<file path="config.mk">
export PLATFORM = sky130hd
export DESIGN_NAME = tpp_psc
export DESIGN_NICKNAME = d
export VERILOG_FILES = /design/src/sv/tpp_pkg.sv /design/src/sv/tpp_psc.sv
export SDC_FILE = /design/constraint.sdc
export NUM_CORES = 1
export LEC_CHECK = 0
export ABC_AREA = 1
export BUFFER_PORTS_ARGS = -buffer_cell sky130_fd_sc_hd__buf_2
export CAP_MARGIN = 20
export CORE_UTILIZATION = 45
export CTS_CLUSTER_DIAMETER = 150
export DETAILED_ROUTE_END_ITERATION = 8
export PLACE_DENSITY = 0.74
export SLEW_MARGIN = 25
export SYNTH_ARGS = -nofsm -noshare
export SYNTH_HDL_FRONTEND = slang
export SYNTH_SLANG_ARGS = --single-unit
export TNS_END_PERCENT = 10
</file>
<file path="constraint.sdc">
create_clock -name i_clk -period 3.9 [get_ports i_clk]
set_input_delay 0.39 -clock i_clk [delete_from_list [all_inputs] [get_ports i_clk]]
set_output_delay 0.39 -clock i_clk [all_outputs]
set_load 0.03 [all_outputs]
</file>
<file path="src/sv/tpp_pkg.sv">
`timescale 1ns / 1ps
// ----------------------------------------------------------------------------
// tpp_pkg
// Shared types and constants for the timer prescaler / period calculator.
// ----------------------------------------------------------------------------
package tpp_pkg;
    localparam int unsigned DVD_W = 33;
    localparam int unsigned DVS_W = 32;
    localparam int unsigned PSC_W = 16;
    localparam logic [31:0] MIN_TICKS = 32'd2;
    localparam logic [31:0] SPAN_NARROW = 32'd65536;

    typedef struct packed {
        logic             bad;
        logic             wide;
        logic [PSC_W-1:0] psc;
    } t_side;
endpackage

</file>
<file path="src/sv/tpp_psc.sv">
`timescale 1ns / 1ps
// ----------------------------------------------------------------------------
// tpp_psc
// Floors the tick count and picks the prescaler; registers one stage.
// ----------------------------------------------------------------------------
module tpp_psc (
    input  logic                  i_clk,
    input  logic                  i_rst_n,
    input  logic                  i_en,
    input  logic                  i_valid,
    input  logic [tpp_pkg::DVD_W-1:0] i_ticks_raw,
    input  tpp_pkg::t_side        i_side,
    output logic                  o_valid,
    output logic [31:0]           o_ticks,
    output logic [tpp_pkg::DVS_W-1:0] o_divisor,
    output tpp_pkg::t_side        o_side
);
    import tpp_pkg::*;

    logic             r_valid;
    logic [31:0]      r_ticks;
    t_side            r_side;
    logic [31:0]      ticks;
    logic [31:0]      tm1;
    logic [PSC_W-1:0] psc;
    t_side            n_side;

    always_comb begin
        ticks = (i_ticks_raw[31:0] < MIN_TICKS) ? MIN_TICKS : i_ticks_raw[31:0];
        tm1   = ticks - 32'd1;
        psc   = (!i_side.wide && ticks > SPAN_NARROW) ? tm1[31:16] : '0;
        n_side      = i_side;
        n_side.psc  = psc;
    end

    always_ff @(posedge i_clk) begin
        if (!i_rst_n) begin
            r_valid <= 1'b0;
        end else if (i_en) begin
            r_valid <= i_valid;
        end
    end

    always_ff @(posedge i_clk) begin
        if (i_en) begin
            r_ticks <= ticks;
            r_side  <= n_side;
        end
    end

    assign o_valid   = r_valid;
    assign o_ticks   = r_ticks;
    assign o_divisor = {16'd0, r_side.psc} + 32'd1;
    assign o_side    = r_side;
endmodule

</file>
==> key figures <==
Status
  • Status: finished, final reports clean

Finish
  • Most frequent cells in the layout: buf_2, nand2_1, nor2_1
  • Final Net Count: roughly 530
  • Most common cell after layout, fill and taps aside: buf_2
  • Finished Cell Area: 0.003845 mm^2
  • ANT cells: 0
  • P&R area growth vs syn: 17.56%
  • Layout cell share with drive strength beyond 1: approximately 34%

CTS
  • Inserted Clock Buffers: 5
  • Clock latency on the worst-skew pair: about 300 ps
  • Hold_buf cts: 0
  • H-tree levels: 2
  • Post-CTS Setup Inserts: 0
  • Clk pin slew, worst setup/hold paths: 90 ps
  • TritonCTS clock tree: built
  • Max Root-Sink Buffers: 2
  • Num Clock Sinks: 51
  • Post-cts resize count: 0
  • Root buffer cell: clkbuf_8

Global route
  • Total gr overflow: 0
  • Pin count of the biggest net entering global routing: 53
  • First-pass GRT wire length: 11140 um
  • GRT Overall Usage: between 10% and 20%
  • Initial antenna violation count: 0
  • Number of global-route vias before repair: 2393

STA
  • Clock skew: 0 ps
  • Slew headroom: roughly 58%
  • Fin. max-slew vios: 0
  • Total negative setup slack: 0 ps
  • Final setup fails: 0
  • Fmax: approximately 380 MHz
  • RSZ-0062 raised after global routing: no
  • Period utilization: approximately two thirds
  • Hold Vio Cnt, Final: 0
  • Min Tclk post-route: 2635 ps
  • Worst slew pin tran: 624.6 ps

Yosys
  • Post-synthesis register bit count: slightly above 50
  • Sequential area share after synthesis: 46.52%
  • Yosys cell types: 33
  • Cell area after synthesis: 0.003271 mm^2
  • Synthesized instance count: 390
  • Ys Warns: 0
  • Syn Area/Cell: roughly 8.4 um^2

Power
  • Max VDD drop: between 0.00015 and 0.0002 V
  • Power Dens Cells: around 370 mW/mm^2
  • Lkg Pwr: 1.783 nW
  • Reg power frac: 47.3%
  • Switching share of power: a little under a third
  • Gate power share: 22.9%
  • Clock power frac: 29.8%
  • Psw: ~0.43 mW
  • Internal Power: roughly 0.99 mW

Floorplanning
  • Die Y: roughly 87 um
  • Core ar.: 0.006907 mm^2
  • I/O Pins: between 100 and 150
  • # rows: 30
  • Initial Util: approximately 47%
  • Die area: about 0.0076 mm^2
  • Chip Width: approximately 87 um

Route
  • DRC Markers: 0
  • Via density: between 4 and 5
  • First-pass DRT Iterations: 5
  • DRT iter0 DRCs: about 120
  • Detailed Route WL: between 7000 and 8000 um
  • Avg WL per Cell: approximately 13 um
  • Via count: about 2600
  • Detail Route Antenna Nets: 0

Placed design
  • Area post-placement: between 0.003 and 0.004 mm^2
  • Routability cong.: 0.9616
  • Final HPWL DP: about 6000 um
  • # port buffers: approximately 110

Worst setup path
  • Worst Path Required: between 3000 and 4000 ps
  • Crit-path max FO: 4
  • Critical path type: flip-flop to output pin
  • Crit path DAT: approximately 2300 ps
  • CP startpoint kind: flip-flop
  • Worst Setup End Kind: output pin

Min path
  • Hold WC Path Type: input port to flip-flop

Run
  • Max Cap Viol: 0
[worst max-delay path, stage by stage (launching register included)]
cell and delay [ps]:
edfxtp_1 420, ha_1 210, nand3_1 130, nor3b_2 270, nand3_1 170, nor3b_2 230, nand4_1 130, nor3b_2 160
buf_2 210
[worst paths after layout]
path	end	cells past startpoint	from	slack [ps]
worst max-delay path	o_divisor[16]	8	o_side[0]$_SDFFCE_PN0P_	1260
worst min-delay path	o_side[17]$_DFFE_PP_	1	i_side[17]	260
worst max register to register	o_valid$_SDFFE_PN0P_	2	o_valid$_SDFFE_PN0P_	3240
worst min register to register	o_valid$_SDFFE_PN0P_	2	o_valid$_SDFFE_PN0P_	560
[state kept, by name (all words and copies together), names as in the netlist]
signal / count
o_valid: 1
o_side: 18
o_ticks: 32
[cells in the mapped netlist, drive strengths merged]
master       count  area (um^2)
edfxtp          50         1501
o21ai            4        20.02
and3             1        6.260
nand3           27        175.2
dlygate4sd3      2        20.02
nor4             5        31.28
a21oi            2        10.01
nor3             9        55.05
nor3b            5        52.55
xnor2            3        26.28
inv             59        221.5
clkbuf          27        101.4
buf             17        137.6
conb             1        3.750
nand4           12        81.33
nand3b           1        7.510
ha               1        12.51
dfxtp            1        20.02
nor2            79        376.6
xor2            12        105.1
nand2           72        305.3
[kinds of logic (layout without fill, tap and decap cells)]
kind of cell	Yosys count	count (layout)	synth area share [%]
AO/OA/AOI/OAI	6	6	0.9182
XOR/XNOR	15	15	4.017
adder cells (fa/ha/maj)	1	1	0.3825
buffers and inverters	105	172	14.69
flip-flops	51	51	46.52
other	1	15	0.1147
AND/OR/NAND/NOR	211	211	33.36
[metrics by stage]
stage	utilization (%)	total power, mW	hold WS, ps	cells	setup WS [ps]
after floorplan	-	0.9196	483.5	404	1412
after global routing	55.67	1.475	243.5	567	1048
final	55.67	1.418	256.5	567	1265
after global placement	53.71	1.003	514.3	559	1643
after detailed placement	53.71	1.010	550.5	559	1560
after CTS	55.63	1.436	247.1	567	1212
[power by group through the flow]
stage          clock [mW]  combinational, mW  sequential (mW)
2_1_floorplan           0              0.149            0.771
6_report            0.422              0.325            0.671
3_5_place_dp            0              0.326            0.684
4_1_cts             0.438              0.326            0.672
3_3_place_gp            0              0.321            0.682
5_1_grt             0.451              0.348            0.676
[routing by layer]
metal	global-route usage [%]	wire length [um]
met2	34.30	3557
met4	7.750	200
met3	3.697	433
met5	0	0
met1	23.10	3034
[cell type report]
type,instances,area (um^2)
multi-input combinational,248,1321
timing repair buffer,105,528.0
sequential,51,1521
fill,707,3062
inverter,59,221.5
tap,96,120.1
clock inverter,2,60.06
clock buffer,6,72.57
(Power assumes the default switching activity.)
